## src/hdl/nec_ir_pkg.sv

```systemverilog
// shared constants, types and segment length tables for the nec ir frame transmitter
// no dependencies
`default_nettype none

package nec_ir_pkg;

    localparam int PAYLOAD_BITS_DEF = 32;
    localparam int DATA_W = 32;
    localparam int TICKS_W = 8;
    localparam int PHASE_W = 22;
    localparam int SEG_W = 6;
    localparam int US_W = 14;

    localparam int HDR1_PERIOD_US = 9560;
    localparam int HDR1_SPACE_US = 560;
    localparam int HDR2_PERIOD_US = 5060;
    localparam int HDR2_SPACE_US = 4500;
    localparam int ONE_PERIOD_US = 2240;
    localparam int ONE_SPACE_US = 1680;
    localparam int ZERO_PERIOD_US = 1120;
    localparam int ZERO_SPACE_US = 560;
    localparam int HDR_SEGMENTS = 2;

    localparam logic [TICKS_W-1:0] TICKS_RESET = TICKS_W'(3);

    localparam int APB_ADDR_W = 3;
    localparam int APB_DATA_W = 32;
    localparam logic REG_IDX_TICKS = 1'b0;

    localparam logic CMD_TICK = 1'b0;
    localparam logic CMD_START = 1'b1;

    typedef struct packed {
        logic ir_mark;
        logic busy_res;
        logic frame_done;
    } nec_ir_result_t;

    function automatic logic [US_W-1:0] space_us(input logic [SEG_W-1:0] seg, input logic bit_v);
        logic [US_W-1:0] r;
        if (seg == SEG_W'(0))
            r = US_W'(HDR1_SPACE_US);
        else if (seg == SEG_W'(1))
            r = US_W'(HDR2_SPACE_US);
        else if (bit_v)
            r = US_W'(ONE_SPACE_US);
        else
            r = US_W'(ZERO_SPACE_US);
        return r;
    endfunction

    function automatic logic [US_W-1:0] mark_us(input logic [SEG_W-1:0] seg, input logic bit_v);
        logic [US_W-1:0] r;
        if (seg == SEG_W'(0))
            r = US_W'(HDR1_PERIOD_US - HDR1_SPACE_US);
        else if (seg == SEG_W'(1))
            r = US_W'(HDR2_PERIOD_US - HDR2_SPACE_US);
        else if (bit_v)
            r = US_W'(ONE_PERIOD_US - ONE_SPACE_US);
        else
            r = US_W'(ZERO_PERIOD_US - ZERO_SPACE_US);
        return r;
    endfunction

endpackage

`default_nettype wire

```

## src/hdl/nec_ir_if.sv

```systemverilog
// request channels of the nec ir frame transmitter: input items and result items
// depends on nec_ir_pkg
`default_nettype none

interface nec_ir_in_if;
    logic valid;
    logic ready;
    logic command;
    logic [nec_ir_pkg::DATA_W-1:0] data_word;

    modport source (output valid, output command, output data_word, input ready);
    modport sink (input valid, input command, input data_word, output ready);
endinterface

interface nec_ir_out_if;
    logic valid;
    logic ready;
    logic ir_mark;
    logic busy_res;
    logic frame_done;

    modport source (output valid, output ir_mark, output busy_res, output frame_done,
                    input ready);
    modport sink (input valid, input ir_mark, input busy_res, input frame_done,
                  output ready);
endinterface

`default_nettype wire

```

## src/hdl/nec_ir_core.sv

```systemverilog
// frame sequencer: segment counter, phase timer and payload shifter, one step per request
// depends on nec_ir_pkg
`default_nettype none

module nec_ir_core #(
    parameter int PAYLOAD_BITS = nec_ir_pkg::PAYLOAD_BITS_DEF
) (
    input  wire logic                               clk,
    input  wire logic                               rst_n,
    input  wire logic                               step,
    input  wire logic                               command,
    input  wire logic [nec_ir_pkg::DATA_W-1:0]      data_word,
    input  wire logic [nec_ir_pkg::TICKS_W-1:0]     ticks_per_us,
    output nec_ir_pkg::nec_ir_result_t              result
);
    import nec_ir_pkg::*;

    localparam logic [SEG_W-1:0] SEGMENTS = SEG_W'(HDR_SEGMENTS + PAYLOAD_BITS);

    logic [PHASE_W-1:0]      phase_ticks_left_reg, phase_ticks_left_next;
    logic [SEG_W-1:0]        segment_index_reg, segment_index_next;
    logic                    in_mark_phase_reg, in_mark_phase_next;
    logic [PAYLOAD_BITS-1:0] payload_shift_reg, payload_shift_next;
    logic                    sending_reg, sending_next;

    logic [PHASE_W-1:0]      dec;
    logic [SEG_W-1:0]        seg_inc;
    logic [US_W-1:0]         us_sel;
    logic [PHASE_W-1:0]      product;
    logic [PHASE_W-1:0]      scaled;

    assign dec = phase_ticks_left_reg - PHASE_W'(1);
    assign seg_inc = segment_index_reg + SEG_W'(1);
    assign product = PHASE_W'(ticks_per_us) * PHASE_W'(us_sel);
    assign scaled = (product == '0) ? PHASE_W'(1) : product;

    always_comb
    begin
        phase_ticks_left_next = phase_ticks_left_reg;
        segment_index_next = segment_index_reg;
        in_mark_phase_next = in_mark_phase_reg;
        payload_shift_next = payload_shift_reg;
        sending_next = sending_reg;
        result = '0;
        us_sel = US_W'(HDR1_SPACE_US);
        if (command == CMD_START)
        begin
            payload_shift_next = data_word[PAYLOAD_BITS-1:0];
            segment_index_next = '0;
            sending_next = 1'b1;
            in_mark_phase_next = 1'b0;
            phase_ticks_left_next = scaled;
            result.busy_res = 1'b1;
        end
        else if (sending_reg)
        begin
            result.busy_res = 1'b1;
            result.ir_mark = in_mark_phase_reg;
            phase_ticks_left_next = dec;
            if (dec == '0)
            begin
                if (!in_mark_phase_reg)
                begin
                    us_sel = mark_us(segment_index_reg, payload_shift_reg[PAYLOAD_BITS-1]);
                    in_mark_phase_next = 1'b1;
                    phase_ticks_left_next = scaled;
                end
                else
                begin
                    if (segment_index_reg >= SEG_W'(HDR_SEGMENTS))
                        payload_shift_next = payload_shift_reg << 1;
                    segment_index_next = seg_inc;
                    in_mark_phase_next = 1'b0;
                    us_sel = space_us(seg_inc, payload_shift_next[PAYLOAD_BITS-1]);
                    if (seg_inc >= SEGMENTS)
                    begin
                        sending_next = 1'b0;
                        segment_index_next = '0;
                        result.frame_done = 1'b1;
                    end
                    else
                    begin
                        phase_ticks_left_next = scaled;
                    end
                end
            end
        end
    end

    always_ff @(posedge clk or negedge rst_n)
    begin
        if (!rst_n)
        begin
            phase_ticks_left_reg <= '0;
            segment_index_reg <= '0;
            in_mark_phase_reg <= 1'b0;
            payload_shift_reg <= '0;
            sending_reg <= 1'b0;
        end
        else if (step)
        begin
            phase_ticks_left_reg <= phase_ticks_left_next;
            segment_index_reg <= segment_index_next;
            in_mark_phase_reg <= in_mark_phase_next;
            payload_shift_reg <= payload_shift_next;
            sending_reg <= sending_next;
        end
    end

endmodule

`default_nettype wire

```

## src/hdl/nec_ir_frame_transmitter_unit.sv

```systemverilog
// top level of the nec ir frame transmitter: apb register, input register, result register
// depends on nec_ir_pkg, nec_ir_if and nec_ir_core
`default_nettype none

// Each input request is either a start (latch a data word, begin a frame) or one timer
// tick, and yields exactly one result: the envelope level of that tick, a busy flag and
// a frame-done flag. A new request is taken every clock while results are taken; a request
// passes through the input register, then the sequencer step into the result register.
// A frame is a header space/mark pair (560/9000 us), a second pair (4500/560 us) and one
// pair per payload bit, msb first (1680 or 560 us space, 560 us mark), each length
// scaled by ticks_per_us, register 0 at byte address 0 (reset 3). A start while busy
// restarts the frame.

module nec_ir_frame_transmitter_unit #(
    parameter int PAYLOAD_BITS = nec_ir_pkg::PAYLOAD_BITS_DEF
) (
    input  wire logic                                clk,
    input  wire logic                                rst_n,
    nec_ir_in_if.sink                                in_chan,
    nec_ir_out_if.source                             out_chan,
    input  wire logic                                psel,
    input  wire logic                                penable,
    input  wire logic                                pwrite,
    input  wire logic [nec_ir_pkg::APB_ADDR_W-1:0]   paddr,
    input  wire logic [nec_ir_pkg::APB_DATA_W-1:0]   pwdata,
    output logic      [nec_ir_pkg::APB_DATA_W-1:0]   prdata,
    output logic                                     pready
);
    import nec_ir_pkg::*;

    logic [TICKS_W-1:0] ticks_reg;
    logic               stage_valid_reg;
    logic               stage_command_reg;
    logic [DATA_W-1:0]  stage_data_reg;
    logic               out_valid_reg;
    nec_ir_result_t     out_result_reg;
    nec_ir_result_t     core_result;
    logic               out_free;
    logic               stage_free;
    logic               step;

    assign pready = 1'b1;
    assign prdata = (paddr[APB_ADDR_W-1] == REG_IDX_TICKS)
                    ? APB_DATA_W'(ticks_reg) : '0;

    always_ff @(posedge clk or negedge rst_n)
    begin
        if (!rst_n)
            ticks_reg <= TICKS_RESET;
        else if (psel && penable && pwrite && pready && paddr[APB_ADDR_W-1] == REG_IDX_TICKS)
            ticks_reg <= pwdata[TICKS_W-1:0];
    end

    assign out_free = !out_valid_reg || out_chan.ready;
    assign step = stage_valid_reg && out_free;
    assign stage_free = !stage_valid_reg || out_free;
    assign in_chan.ready = stage_free;

    always_ff @(posedge clk or negedge rst_n)
    begin
        if (!rst_n)
            stage_valid_reg <= 1'b0;
        else if (stage_free)
            stage_valid_reg <= in_chan.valid;
    end

    always_ff @(posedge clk)
    begin
        if (stage_free && in_chan.valid)
        begin
            stage_command_reg <= in_chan.command;
            stage_data_reg <= in_chan.data_word;
        end
    end

    nec_ir_core #(
        .PAYLOAD_BITS (PAYLOAD_BITS)
    ) u_core (
        .clk          (clk),
        .rst_n        (rst_n),
        .step         (step),
        .command      (stage_command_reg),
        .data_word    (stage_data_reg),
        .ticks_per_us (ticks_reg),
        .result       (core_result)
    );

    always_ff @(posedge clk or negedge rst_n)
    begin
        if (!rst_n)
            out_valid_reg <= 1'b0;
        else if (out_free)
            out_valid_reg <= stage_valid_reg;
    end

    always_ff @(posedge clk)
    begin
        if (step)
            out_result_reg <= core_result;
    end

    assign out_chan.valid = out_valid_reg;
    assign out_chan.ir_mark = out_result_reg.ir_mark;
    assign out_chan.busy_res = out_result_reg.busy_res;
    assign out_chan.frame_done = out_result_reg.frame_done;

endmodule

`default_nettype wire
```

## src/flat_wrapper.sv

```systemverilog
// flat-port wrapper written by rule: the top's interface ports become plain ports
module nec_ir_frame_transmitter_unit_flat import nec_ir_pkg::*;
#(
    parameter int PAYLOAD_BITS = nec_ir_pkg::PAYLOAD_BITS_DEF
)
  (clk, rst_n, psel, penable, pwrite, paddr, pwdata, prdata, pready, in_chan_valid, in_chan_command, in_chan_data_word, in_chan_ready, out_chan_valid, out_chan_ir_mark, out_chan_busy_res, out_chan_frame_done, out_chan_ready);
  nec_ir_in_if in_chan_i ();
  nec_ir_out_if out_chan_i ();
  input  wire logic clk;
  input  wire logic rst_n;
  input  wire logic psel;
  input  wire logic penable;
  input  wire logic pwrite;
  input  wire logic [nec_ir_pkg::APB_ADDR_W-1:0] paddr;
  input  wire logic [nec_ir_pkg::APB_DATA_W-1:0] pwdata;
  output logic      [nec_ir_pkg::APB_DATA_W-1:0] prdata;
  output logic pready;
  input wire logic [$bits(in_chan_i.valid)-1:0] in_chan_valid;
  input wire logic [$bits(in_chan_i.command)-1:0] in_chan_command;
  input wire logic [$bits(in_chan_i.data_word)-1:0] in_chan_data_word;
  output wire logic [$bits(in_chan_i.ready)-1:0] in_chan_ready;
  output wire logic [$bits(out_chan_i.valid)-1:0] out_chan_valid;
  output wire logic [$bits(out_chan_i.ir_mark)-1:0] out_chan_ir_mark;
  output wire logic [$bits(out_chan_i.busy_res)-1:0] out_chan_busy_res;
  output wire logic [$bits(out_chan_i.frame_done)-1:0] out_chan_frame_done;
  input wire logic [$bits(out_chan_i.ready)-1:0] out_chan_ready;
  assign in_chan_i.valid = in_chan_valid;
  assign in_chan_i.command = in_chan_command;
  assign in_chan_i.data_word = in_chan_data_word;
  assign in_chan_ready = in_chan_i.ready;
  assign out_chan_valid = out_chan_i.valid;
  assign out_chan_ir_mark = out_chan_i.ir_mark;
  assign out_chan_busy_res = out_chan_i.busy_res;
  assign out_chan_frame_done = out_chan_i.frame_done;
  assign out_chan_i.ready = out_chan_ready;
  nec_ir_frame_transmitter_unit #(.PAYLOAD_BITS(PAYLOAD_BITS)) u_core (.clk(clk), .rst_n(rst_n), .in_chan(in_chan_i), .out_chan(out_chan_i), .psel(psel), .penable(penable), .pwrite(pwrite), .paddr(paddr), .pwdata(pwdata), .prdata(prdata), .pready(pready));
endmodule
```

## config.mk

```make
export PLATFORM = sky130hd
export DESIGN_NAME = nec_ir_frame_transmitter_unit_flat
export DESIGN_NICKNAME = d
export VERILOG_FILES = /design/src/hdl/nec_ir_pkg.sv /design/src/hdl/nec_ir_if.sv /design/src/hdl/nec_ir_core.sv /design/src/hdl/nec_ir_frame_transmitter_unit.sv /design/src/flat_wrapper.sv
export SDC_FILE = /design/constraint.sdc
export NUM_CORES = 1
export LEC_CHECK = 0
export BUFFER_PORTS_ARGS = -buffer_cell sky130_fd_sc_hd__buf_2
export CAP_MARGIN = 20
export CORE_ASPECT_RATIO = 0.5
export CORE_UTILIZATION = 35
export DETAILED_ROUTE_END_ITERATION = 10
export SLEW_MARGIN = 30
export SYNTH_ARGS = -nofsm -noshare
export SYNTH_HDL_FRONTEND = slang
export SYNTH_SLANG_ARGS = --single-unit
export TNS_END_PERCENT = 1
```

## constraint.sdc

```tcl
create_clock -name clk -period 8.8 [get_ports clk]
set_input_delay 1.76 -clock clk [delete_from_list [all_inputs] [get_ports clk]]
set_output_delay 1.76 -clock clk [all_outputs]
set_load 0.02 [all_outputs]
```

### Word-level counts from Yosys, hierarchy flattened

Cells that the tools add are included.
W data, S select, Z words.

| storage, ports and cells | value |
|---|---|
| register bits | 108 |
| input bits | 75 |
| word-level logic and storage cells | 89 |

| operators by class | value |
|---|---|
| reduce and logical (&&, ||, !) cells | 23 |
| $mul | 1 |
| magnitude comparators | 2 |
| eq/ne operators | 1 |
| $add $sub $neg | 2 |
| multiplexer cells | 42 |
| bitwise logic cells | 4 |

Operators by type and width:

| kind | count |
|---|---|
| $mux W32 | 9 |
| $mux W22 | 6 |
| $mux W14 | 5 |
| $logic_not A22 Y1 | 2 |
| $mux W6 | 5 |
| $mux W13 | 2 |
| $mul A8 B14 Y22 | 1 |
| $sub A22 B1 Y22 const B | 1 |
| $logic_not A6 Y1 | 2 |
| $mux W1 | 12 |
| $mux W11 | 1 |
| $mux W8 | 1 |
| $reduce_bool A2 Y1 | 4 |
| $add A6 B1 Y6 const B | 1 |
| $eq A6 B1 Y1 const B | 1 |
| $ge A6 B2 Y1 const B | 1 |
| $ge A6 B6 Y1 const B | 1 |
| $logic_and A1 B1 Y1 | 5 |
| $reduce_and A5 Y1 | 1 |
| $not A1 Y1 | 4 |
| $reduce_and A4 Y1 | 1 |
| $reduce_or A4 Y1 | 1 |
| $reduce_and A3 Y1 | 1 |
| $logic_not A1 Y1 | 2 |
| 4 further kinds | 5 |

### Longest topological paths before layout

Gate-level depths: netlist (run 1).

| logic depth | value |
|---|---|
| word-level depth | 21 |
| gate-level depth with buffers | 29 |
| mapped depth without buffers | 27 |

### Cells and area by module

From an unflattened synthesis (run 1), not the netlist that was laid out.

| unflattened totals | value |
|---|---|
| cell total of the unflattened synthesis | 899 |
| area total of the unflattened synthesis | 9276.4 um^2 |

By module, submodules not included:

| module | cells an instance | area each (um^2) | seq. area each (um^2) | times used |
|---|---|---|---|---|
| nec_ir_core | 803 | 7524.7 | 1551.5 | 1 |
| nec_ir_frame_transmitter_unit | 96 | 1751.7 | 1333.8 | 1 |

### Least setup slack after synthesis (run 1)

Ideal clock, no wire load.

| path | value |
|---|---|
| kind | reg-to-reg |
| start | register u_core.u_core.phase_ticks_left_reg[0] |
| end | register u_core.u_core.phase_ticks_left_reg[0] |
| library setup time | 0.064 ns |
| slack | 1.584 ns |
| path buffers | 0 |
| stages on the path, launching flop included | 28 |
| data arrival time | 7.152 ns |
| cells stage by stage | dfrtp_1 inv_1 ha_1 or3b_1 nor4b_1 o21bai_2 a2111oi_4 nand4_4 nor2_4 and2_4 nor2b_1 fa_1 inv_1 fa_1 inv_1 fa_1 inv_1 fa_1 inv_1 ha_1 a2111oi_2 o21ai_0 a41oi_1 xor2_1 o2111ai_1 or4_1 nor3_1 a21o_1 |

| on the way | value |
|---|---|
| longest elaborated chain between the ends | 13 |

RTL lines:

| item | line | source |
|---|---|---|
| start: declaration | nec_ir_core.sv:20 | `logic [PHASE_W-1:0] phase_ticks_left_reg, phase_ticks_left_next;` |
| start signal: assignment | nec_ir_core.sv:102 | `phase_ticks_left_reg <= phase_ticks_left_next;` |
| $sub A22 B1 Y22 * | nec_ir_core.sv:32 | `assign dec = phase_ticks_left_reg - PHASE_W'(1);` |
| $logic_not A22 Y1 | nec_ir_core.sv:60 | `if (dec == '0)` |
| $mux W14 | nec_ir_core.sv:60 |  |
| $mux W14 | nec_ir_core.sv:55 | `else if (sending_reg)` |
| $mux W14 | nec_ir_core.sv:46 | `if (command == CMD_START)` |
| $mul A8 B14 Y22 | nec_ir_core.sv:34 | `assign product = PHASE_W'(ticks_per_us) * PHASE_W'(us_sel);` |
| $logic_not A22 Y1 | nec_ir_core.sv:35 | `assign scaled = (product == '0) ? PHASE_W'(1) : product;` |
| $mux W22 | nec_ir_core.sv:35 |  |
| $mux W22 | nec_ir_core.sv:75 | `if (seg_inc >= SEGMENTS)` |
| $mux W22 | nec_ir_core.sv:62 | `if (!in_mark_phase_reg)` |
| $mux W22 | nec_ir_core.sv:60 |  |
| $mux W22 | nec_ir_core.sv:55 |  |
| $mux W22 * | nec_ir_core.sv:46 |  |

Every way passes the cells marked *; elsewhere a longest branch is shown, timed or not. The select of a mux whose other input is x is not followed.
A chain may end at the register's enable or synchronous reset.

### Worst setup path after layout (run 1)

| path | value |
|---|---|
| start | register u_core.u_core.phase_ticks_left_reg[1] |
| end | register u_core.u_core.phase_ticks_left_reg[0] |

| on the way | value |
|---|---|
| longest elaborated chain between the ends | 13 |

RTL lines:

| item | line |
|---|---|
| $sub A22 B1 Y22 * | nec_ir_core.sv:32 |
| $logic_not A22 Y1 * | nec_ir_core.sv:60 |
| $mux W14 | nec_ir_core.sv:60 |
| $mux W14 | nec_ir_core.sv:55 |
| $mux W14 | nec_ir_core.sv:46 |
| $mul A8 B14 Y22 | nec_ir_core.sv:34 |
| $logic_not A22 Y1 | nec_ir_core.sv:35 |
| $mux W22 | nec_ir_core.sv:35 |
| $mux W22 | nec_ir_core.sv:75 |
| $mux W22 | nec_ir_core.sv:62 |
| $mux W22 | nec_ir_core.sv:60 |
| $mux W22 | nec_ir_core.sv:55 |
| $mux W22 * | nec_ir_core.sv:46 |

Marked as above.

==> flow_summary.json, run 1 <==
{
  "status": "finished, final reports clean",
  "first_global_vias": 6314,
  "cts_buffers": 9,
  "rsz0062_at_grt": "false",
  "crit_required_ns": 9.11,
  "p_per_area_mw_per_mm2": 222,
  "synth-seq-cells": 108,
  "grt_pass1_wl_microns": 32700,
  "coreArea_sq_mm": 0.0243,
  "die_h_microns": 114,
  "insertion_delay_ns": 0.36,
  "yosys-mux-area-fraction": 0.0886,
  "synth_simple_gate_area_frac": 0.176,
  "die_w_microns": 226,
  "grt.total_usage": 0.161,
  "final_area_sq_mm": 0.00956,
  "synth_enable_flop_cells": 36,
  "area_growth_pct": 9.40,
  "ys.flop_type": "dfrtp_1",
  "synth_area_leaders": "dfrtp_1 (20%), edfxtp_1 (12%), fa_1 (10%)",
  "drt-initial-drc-count": 362,
  "post_cts_resized": 0,
  "post-place-cells": 1227,
  "final_cell_count_no_fill": 1243,
  "yosys.area.top_type": "dfrtp_1",
  "setup_viol": 0,
  "postCtsSetupBuffers": 0,
  "cts.sinks": 108,
  "first_pass_iters": 4,
  "synth_top_family_by_area": "adder cells",
  "syn_avg_cell_area_sq_um": 10.2,
  "crit_type": "reg -> reg",
  "cts_hold_buffers": 0,
  "row_count": 40,
  "cap_viol_max_count": 0,
  "clock_path_buffers": 2,
  "synth-compound-area-share": 0.114,
  "slew_headroom": 0.424,
  "synth_xor_xnor_area_share": 0.0200,
  "worst_pin_slew_ns": 0.862,
  "cp_max_fo": 16,
  "fmax_ghz": 0.122,
  "htreeDepth": 3,
  "async_flop_share": 0.667,
  "slew_viol_final": 0,
  "yosysTopAreaCellShare": 0.200,
  "clock_skew_ns": 0.0117,
  "ios": 113,
  "grt_antenna_before_repair": 0,
  "routed_via_density": 5.08,
  "drc": 0,
  "place_congestion": 0.853,
  "grt_max_degree": 73,
  "yosys_warnings": 0,
  "dieArea_sq_mm": 0.0257,
  "tns_ns": 0,
  "numPortBuffers": 61,
  "crit_path_end_kind": "flop",
  "yosys.area_share.adder": 0.189,
  "drive_gt1_frac": 0.170,
  "yosysUniqueCellTypes": 78,
  "start_util": 0.360,
  "ant_nets": 0,
  "syn_area_sq_mm": 0.00874,
  "cts_tree": "done",
  "overflow": 0,
  "leakagePower_nw": 4.21,
  "hold_class": "reg -> reg",
  "irDropWorstVdd_uv": 101,
  "antenna_cells": 0,
  "post-route-min-period_ns": 8.17,
  "wl_microns": 19400,
  "whs_ns": 0.465,
  "wl_per_cell_microns": 15.6,
  "crit_arrival_ns": 8.48,
  "yosysSeqAreaShare": 0.330,
  "dpl.hpwl_microns": 14600,
  "cp-start-kind": "flop",
  "post-route-period-util": 0.928,
  "synth_cells": 860,
  "vias": 6312,
  "root_buffer": "clkbuf_16",
  "dpl_cell_area_sq_mm": 0.00926,
  "fin_util": 0.394,
  "hold_violations": 0,
  "finalNetCount": 1083,
  "path_clk_slew_ns": 0.09
}
## cell type report
cell class / instances / area (sq um)
fillers: 2383 / 14700
multi-input cells: 627 / 5260
flip-flops and latches: 108 / 2890
well taps: 336 / 420
repair buffers: 70 / 379
inverters: 86 / 323
clock buffers: 9 / 225
clock inverters: 7 / 71.3
## Yosys cell counts (5+ instances only)
cell,number
inv_1,85
dfrtp_1,70
ha_1,62
fa_1,44
nor2_1,44
a21oi_1,37
mux2_2,37
edfxtp_1,36
nand2_1,34
mux2_1,30
buf_4,29
nor2b_1,29
o21ai_0,27
nand3_1,23
clkbuf_1,21
nor3_1,21
and2_1,18
and3_1,17
o21ai_1,13
xnor2_1,13
nand2b_1,12
o21a_1,12
nand4_1,9
nor4_1,9
xor2_1,7
a21o_1,6
buf_2,6
o31ai_1,6
a31oi_1,5
and4_1,5
or2_2,5
## power by group
part | leakage, nW | total, mW | switching, mW | internal [mW]
sequential | 1.20 | 0.793 | 0.151 | 0.641
combinational | 2.87 | 0.920 | 0.535 | 0.386
clock | 0.144 | 0.414 | 0.214 | 0.200
total | 4.21 | 2.13 | 0.900 | 1.23
## worst max-delay path: stages (launching register included)
cell and delay, ns:
dfrtp_1 0.46, inv_1 0.11, ha_1 0.30, or3b_1 0.45
nor4b_1 0.37, o21bai_2 0.17, a2111oi_4 0.42, nand4_4 0.27
nor2_4 0.28, and2_4 0.32, nor2b_1 0.09, fa_1 0.53
inv_1 0.05, fa_1 0.53, inv_1 0.06, fa_1 0.53
inv_1 0.07, fa_1 0.54, inv_1 0.04, ha_1 0.37
a2111oi_2 0.52, o21ai_0 0.23, a41oi_1 0.29, xor2_1 0.27
o2111ai_1 0.15, or4_1 0.42, nor3_1 0.14, a21o_1 0.13
## cells by family (layout without fill, tap and decap cells)
kind of cell	Yosys count	in the layout
muxes	69	69
adders and majority gates	106	106
xor gates and xnor gates	20	20
DFF	108	108
AOI/OAI and AO/OA	148	148
and+or+nand+nor	259	259
buffers and inverters	148	172
other	2	25
## metal layers
metal | global-route usage | share of wire | wire [microns]
met3 | 0.0224 | 0.029 | 572
met4 | 0.0444 | 0.013 | 255
met2 | 0.267 | 0.48 | 9320
met1 | 0.221 | 0.48 | 9250
met5 | 0 | 0 | 0
## metrics by stage
stage | total power, mW | setup WS (ns)
2_1_floorplan | 1.48 | 1.58
3_3_place_gp | 1.69 | 0.759
3_5_place_dp | 1.72 | 0.605
4_1_cts | 2.15 | 0.569
5_1_grt | 2.31 | 0.00349
6_report | 2.13 | 0.630
## worst paths after layout
kind,from,to,slack (ns),cells after the start
max,u_core.u_core.phase_ticks_left_reg[1]$_DFFE_PN0P_,u_core.u_core.phase_ticks_left_reg[0]$_DFFE_PN0P_,0.63,27
max reg2reg,u_core.u_core.phase_ticks_left_reg[1]$_DFFE_PN0P_,u_core.u_core.phase_ticks_left_reg[0]$_DFFE_PN0P_,0.63,27
max in group asynchronous,rst_n,u_core.ticks_reg[2]$_DFFE_PN0P_,6.91,1
min reg2reg,u_core.stage_data_reg[0]$_DFFE_PP_,u_core.u_core.payload_shift_reg[0]$_DFFE_PN0P_,0.47,2
min in group asynchronous,rst_n,u_core.u_core.payload_shift_reg[24]$_DFFE_PN0P_,1.42,1
min,u_core.stage_data_reg[0]$_DFFE_PP_,u_core.u_core.payload_shift_reg[0]$_DFFE_PN0P_,0.47,2
## layout by cell type (no fill, tap or decap), types with 7 or more instances in the layout
cell type,instances
a21oi_1,37
and2_1,18
and3_1,17
buf_2,60
buf_4,9
clkbuf_16,9
conb_1,25
dfrtp_1,70
edfxtp_1,36
fa_1,44
ha_1,62
inv_1,85
mux2_1,30
mux2_2,37
nand2_1,34
nand2b_1,12
nand3_1,23
nand4_1,9
nor2_1,44
nor2b_1,29
nor3_1,21
nor4_1,9
o21a_1,12
o21ai_0,27
o21ai_1,13
xnor2_1,13
xor2_1,7
Power figures use the tool's default switching activity.
==> inputs of run 2 (changes only) <==
CORE_UTILIZATION = 45   (was 35)
==> flow_summary.json, run 2 (synthesis results as in run 1) <==
{
  "htreeDepth": 3,
  "cap_viol_max_count": 0,
  "first_pass_iters": 7,
  "insertion_delay_ns": 0.35,
  "routed_via_density": 5.44,
  "ios": 113,
  "worst_pin_slew_ns": 0.878,
  "root_buffer": "clkbuf_16",
  "drive_gt1_frac": 0.171,
  "tns_ns": 0,
  "holdPathStages": 2,
  "die_w_microns": 199,
  "row_count": 35,
  "cts_tree": "done",
  "start_util": 0.468,
  "whs_ns": 0.486,
  "r2r-start": "u_core.u_core.phase_ticks_left_reg[0]$_DFFE_PN0P_",
  "fillers": 1758,
  "cts_buffers": 9,
  "vias": 6341,
  "path_clk_slew_ns": 0.08,
  "setup_viol": 0,
  "crit_arrival_ns": 8.43,
  "drc": 0,
  "multi_input_area_sq_mm": 0.00527,
  "area_growth_pct": 8.53,
  "fmax_ghz": 0.123,
  "grt.total_usage": 0.207,
  "antenna_cells": 0,
  "p_per_area_mw_per_mm2": 227,
  "crit_type": "reg -> reg",
  "cp-start-kind": "flop",
  "post-route-period-util": 0.925,
  "irDropWorstVdd_uv": 123,
  "finalNetCount": 1083,
  "first_global_vias": 6443,
  "clock_path_buffers": 2,
  "min_from": "u_core.stage_data_reg[0]$_DFFE_PP_",
  "numPortBuffers": 61,
  "crit_path_start": "u_core.u_core.phase_ticks_left_reg[0]$_DFFE_PN0P_",
  "grt_pass1_wl_microns": 32500,
  "ff_latch_area_sq_mm": 0.00289,
  "mostFrequentLayoutCells": "inv_1 (85), dfrtp_1 (70), ha_1 (62)",
  "leakagePower_nw": 4.22,
  "dpl.hpwl_microns": 14200,
  "slew_viol_final": 0,
  "rsz0062_at_grt": "false",
  "ant_nets": 0,
  "hold_class": "reg -> reg",
  "final_common_cell": "inv_1",
  "cts.sinks": 108,
  "hold_violations": 0,
  "wl_per_cell_microns": 16.3,
  "post-place-cells": 1150,
  "dieArea_sq_mm": 0.0200,
  "clock_skew_ns": 0.0106,
  "coreArea_sq_mm": 0.0187,
  "die_h_microns": 101,
  "slew_headroom": 0.413,
  "crit_required_ns": 9.09,
  "drt-initial-drc-count": 382,
  "reg2regPathDepth": 27,
  "crit_path_end_kind": "flop",
  "place_congestion": 0.883,
  "cts_hold_buffers": 0,
  "grt_antenna_before_repair": 0,
  "post-route-min-period_ns": 8.14,
  "grt_max_degree": 73,
  "wl_microns": 19100,
  "status": "finished, final reports clean",
  "overflow": 0,
  "cp_max_fo": 16,
  "final_cell_count_no_fill": 1166,
  "reg2reg_slack_ns": 0.66
}
==> run 2: metal layers <==
layer | up-vias | wire length (microns) | share of wire | track usage
met5 | - | 0 | 0 | 0
met4 | 0 | 250 | 0.013 | 0.0497
met3 | 16 | 725 | 0.038 | 0.0308
met2 | 141 | 8470 | 0.44 | 0.331
met1 | 3117 | 9610 | 0.50 | 0.294
li1 | 3067 | - | - | -
==> run 2: layout make-up <==
| type | count | area share |
|---|---|---|
| multi-input cells | 627 | 0.556 |
| clock buffers | 10 | 0.0252 |
| clock inverters | 6 | 0.00673 |
| inverters | 86 | 0.0340 |
| well taps | 259 | 0.0342 |
| repair buffers | 70 | 0.0400 |
| flip-flops and latches | 108 | 0.304 |
==> run 2: final timing paths <==
kind	to
setup reg to reg	u_core.u_core.phase_ticks_left_reg[0]$_DFFE_PN0P_
max in group asynchronous	u_core.ticks_reg[7]$_DFFE_PN0P_
setup / recovery	u_core.u_core.phase_ticks_left_reg[0]$_DFFE_PN0P_
min in group asynchronous	u_core.u_core.payload_shift_reg[25]$_DFFE_PN0P_
hold / removal	u_core.u_core.payload_shift_reg[0]$_DFFE_PN0P_
hold reg to reg	u_core.u_core.payload_shift_reg[0]$_DFFE_PN0P_
==> run 2: worst max-delay path: stages (launching register included) <==
cell and delay, ns:
dfrtp_1 0.49, inv_1 0.10, ha_1 0.31, or3b_1 0.46, nor4b_1 0.37, o21bai_2 0.18
a2111oi_4 0.36, nand4_4 0.26, nor2_4 0.29, and2_4 0.33, nor2b_1 0.10, fa_1 0.53
inv_1 0.05, fa_1 0.54, inv_1 0.06, fa_1 0.53, inv_1 0.06, fa_1 0.54
inv_1 0.05, ha_1 0.38, a2111oi_4 0.45, o21ai_0 0.21, a41oi_1 0.29, xor2_1 0.27
o2111ai_1 0.14, or4_1 0.41, nor3_1 0.17, a21o_1 0.14
==> run 2: through the flow <==
step | setup slack (ns) | instance area [sq um] | total power, mW | util
after CTS | 0.519 | 9470 | 2.16 | 0.506
after floorplan | 1.58 | 8830 | 1.48 | -
final | 0.656 | 9490 | 2.16 | 0.507
after global placement | 0.711 | 9170 | 1.71 | 0.490
after global routing | 0.0511 | 9490 | 2.32 | 0.507
after detailed placement | 0.580 | 9170 | 1.73 | 0.490
==> run 2: power breakdown <==
group	internal [mW]	leakage (nW)	total, mW	switching [mW]
sequential	0.641	1.20	0.798	0.157
clock	0.208	0.146	0.412	0.204
combinational	0.386	2.87	0.946	0.560
==> run 2: repair_timing <==
item,in CTS,in global routing
endpoints found under the setup margin,0,1
resized for setup,0,2
setup buffers,0,0
==> inputs of run 3 (changes only) <==
PLACE_DENSITY = 0.67   (was unset)
clock period = 7.1 ns   (was 8.8 ns; I/O delays follow)
==> flow_summary.json, run 3 (synthesis results as in run 1) <==
{
  "p_total_mw": 3.12,
  "dp_slack_ns": -0.238,
  "vias": 6897,
  "fmax_ghz": 0.145,
  "whs_ns": 0.476,
  "crit_type": "reg -> reg",
  "drc": 0,
  "root_buffer": "clkbuf_16",
  "crit_arrival_ns": 7.19,
  "routed_via_density": 5.38,
  "first_pass_iters": 5,
  "finalNetCount": 1199,
  "die_h_microns": 101,
  "die_w_microns": 199,
  "post-place-cells": 1245,
  "wl_per_cell_microns": 16.1,
  "setup_viol": 0,
  "post-route-min-period_ns": 6.91,
  "first_global_vias": 6859,
  "slew_viol_final": 0,
  "numPortBuffers": 61,
  "grt_antenna_before_repair": 0,
  "tns_ns": 0,
  "worst_pin_slew_ns": 0.905,
  "final_cell_count_no_fill": 1282,
  "crit_required_ns": 7.38,
  "layout_setup_ws_ns": 0.188,
  "cts_buffers": 9,
  "hold_violations": 0,
  "rsz0062_at_grt": "true",
  "clock_path_buffers": 2,
  "place_congestion": 0.947,
  "leakagePower_nw": 4.84,
  "path_clk_slew_ns": 0.08,
  "area_growth_pct": 21.6,
  "hold_class": "reg -> reg",
  "final_common_cell": "buf_4",
  "clock_skew_ns": 0.0105,
  "fillers": 1592,
  "grt.total_usage": 0.214,
  "slew_headroom": 0.395,
  "coreArea_sq_mm": 0.0187,
  "dieArea_sq_mm": 0.0200,
  "start_util": 0.468,
  "ant_nets": 0,
  "cp_max_fo": 5,
  "status": "finished, final reports clean",
  "wl_microns": 20600,
  "cp-start-kind": "flop",
  "grt_max_degree": 73,
  "crit_path_end_kind": "flop",
  "p_per_area_mw_per_mm2": 294,
  "overflow": 0,
  "cts_hold_buffers": 0,
  "post-route-period-util": 0.974,
  "cts.sinks": 108,
  "row_count": 35,
  "irDropWorstVdd_uv": 179,
  "drt-initial-drc-count": 517,
  "cap_viol_max_count": 0,
  "antenna_cells": 0,
  "mostFrequentLayoutCells": "buf_4 (122), inv_1 (80), dfrtp_1 (68)",
  "insertion_delay_ns": 0.35,
  "dpl.hpwl_microns": 15100,
  "drive_gt1_frac": 0.310,
  "grt_pass1_wl_microns": 33800,
  "htreeDepth": 3,
  "ios": 113,
  "cts_tree": "done"
}
-- run 3: cell count changes in the layout (fill, tap and decap cells not counted), moves of 4 or more --
| cell | delta |
|---|---|
| buf_4 | +113 |
| ha_1 | -7 |
| ha_4 | +4 |
| inv_1 | -5 |
| inv_2 | +5 |
| o21ai_0 | -4 |
| xnor2_1 | -4 |
| xnor2_2 | +4 |
-- run 3: cell type report --
| class | instances | area [sq um] | share of cell area |
|---|---|---|---|
| clock buffer | 10 | 229 | 0.0215 |
| clock inverter | 6 | 58.8 | 0.00553 |
| inverter | 86 | 323 | 0.0304 |
| multi-input combinational | 627 | 5550 | 0.522 |
| sequential | 108 | 2890 | 0.272 |
| tap | 259 | 324 | 0.0305 |
| timing repair buffer | 186 | 1260 | 0.119 |
-- run 3: through the flow --
stage | area [sq um] | utilization
after global routing | 10600 | 0.569
after detailed placement | 9900 | 0.529
final | 10600 | 0.569
after global placement | 9900 | 0.529
after floorplan | 8850 | -
after CTS | 10500 | 0.560
-- run 3: power by group --
group,internal (mW),leakage [nW],total [mW],switching [mW]
combinational,0.826,3.50,1.68,0.856
clock,0.246,0.138,0.491,0.245
sequential,0.797,1.20,0.951,0.154
-- run 3: what timing repair did --
| item | CTS | global route |
|---|---|---|
| gates resized for setup | 38 | 26 |
| setup buffers | 17 | 5 |
| setup endpoints to repair | 3 | 4 |
| pin swaps | 27 | 28 |
-- run 3: worst max-delay path, stage by stage (launching register included) --
cell	delay [ns]
dfrtp_2	0.46
inv_2	0.08
ha_4	0.13
or3b_4	0.40
nor4b_4	0.27
o21bai_2	0.11
a2111oi_4	0.43
nand4_4	0.27
nor2_4	0.15
and2_4	0.20
buf_4	0.14
o21a_1	0.14
fa_1	0.44
fa_1	0.49
inv_1	0.05
fa_1	0.48
fa_1	0.54
inv_1	0.06
ha_1	0.24
a2111oi_4	0.38
buf_4	0.18
buf_4	0.10
a21o_1	0.12
nand2_2	0.07
xor2_2	0.17
or4_4	0.51
nor3_2	0.11
a21o_1	0.13
-- run 3: path summary, 6_finish.rpt --
check / from / to / slack, ns / cells after the start
max: u_core.u_core.phase_ticks_left_reg[0]$_DFFE_PN0P_ / u_core.u_core.phase_ticks_left_reg[0]$_DFFE_PN0P_ / 0.19 / 27
min: u_core.stage_data_reg[0]$_DFFE_PP_ / u_core.u_core.payload_shift_reg[0]$_DFFE_PN0P_ / 0.48 / 2
max reg2reg: u_core.u_core.phase_ticks_left_reg[0]$_DFFE_PN0P_ / u_core.u_core.phase_ticks_left_reg[0]$_DFFE_PN0P_ / 0.19 / 27
min reg2reg: u_core.stage_data_reg[0]$_DFFE_PP_ / u_core.u_core.payload_shift_reg[0]$_DFFE_PN0P_ / 0.48 / 2
max in group asynchronous: rst_n / u_core.u_core.phase_ticks_left_reg[2]$_DFFE_PN0P_ / 5.48 / 1
min in group asynchronous: rst_n / u_core.u_core.payload_shift_reg[22]$_DFFE_PN0P_ / 1.10 / 1
-- run 3: routing by layer --
metal,global-route usage,vias to the layer above,share of wire
li1,-,3284,-
met5,0,-,0
met3,0.0365,26,0.057
met1,0.299,3368,0.47
met2,0.342,219,0.46
met4,0.0609,0,0.020
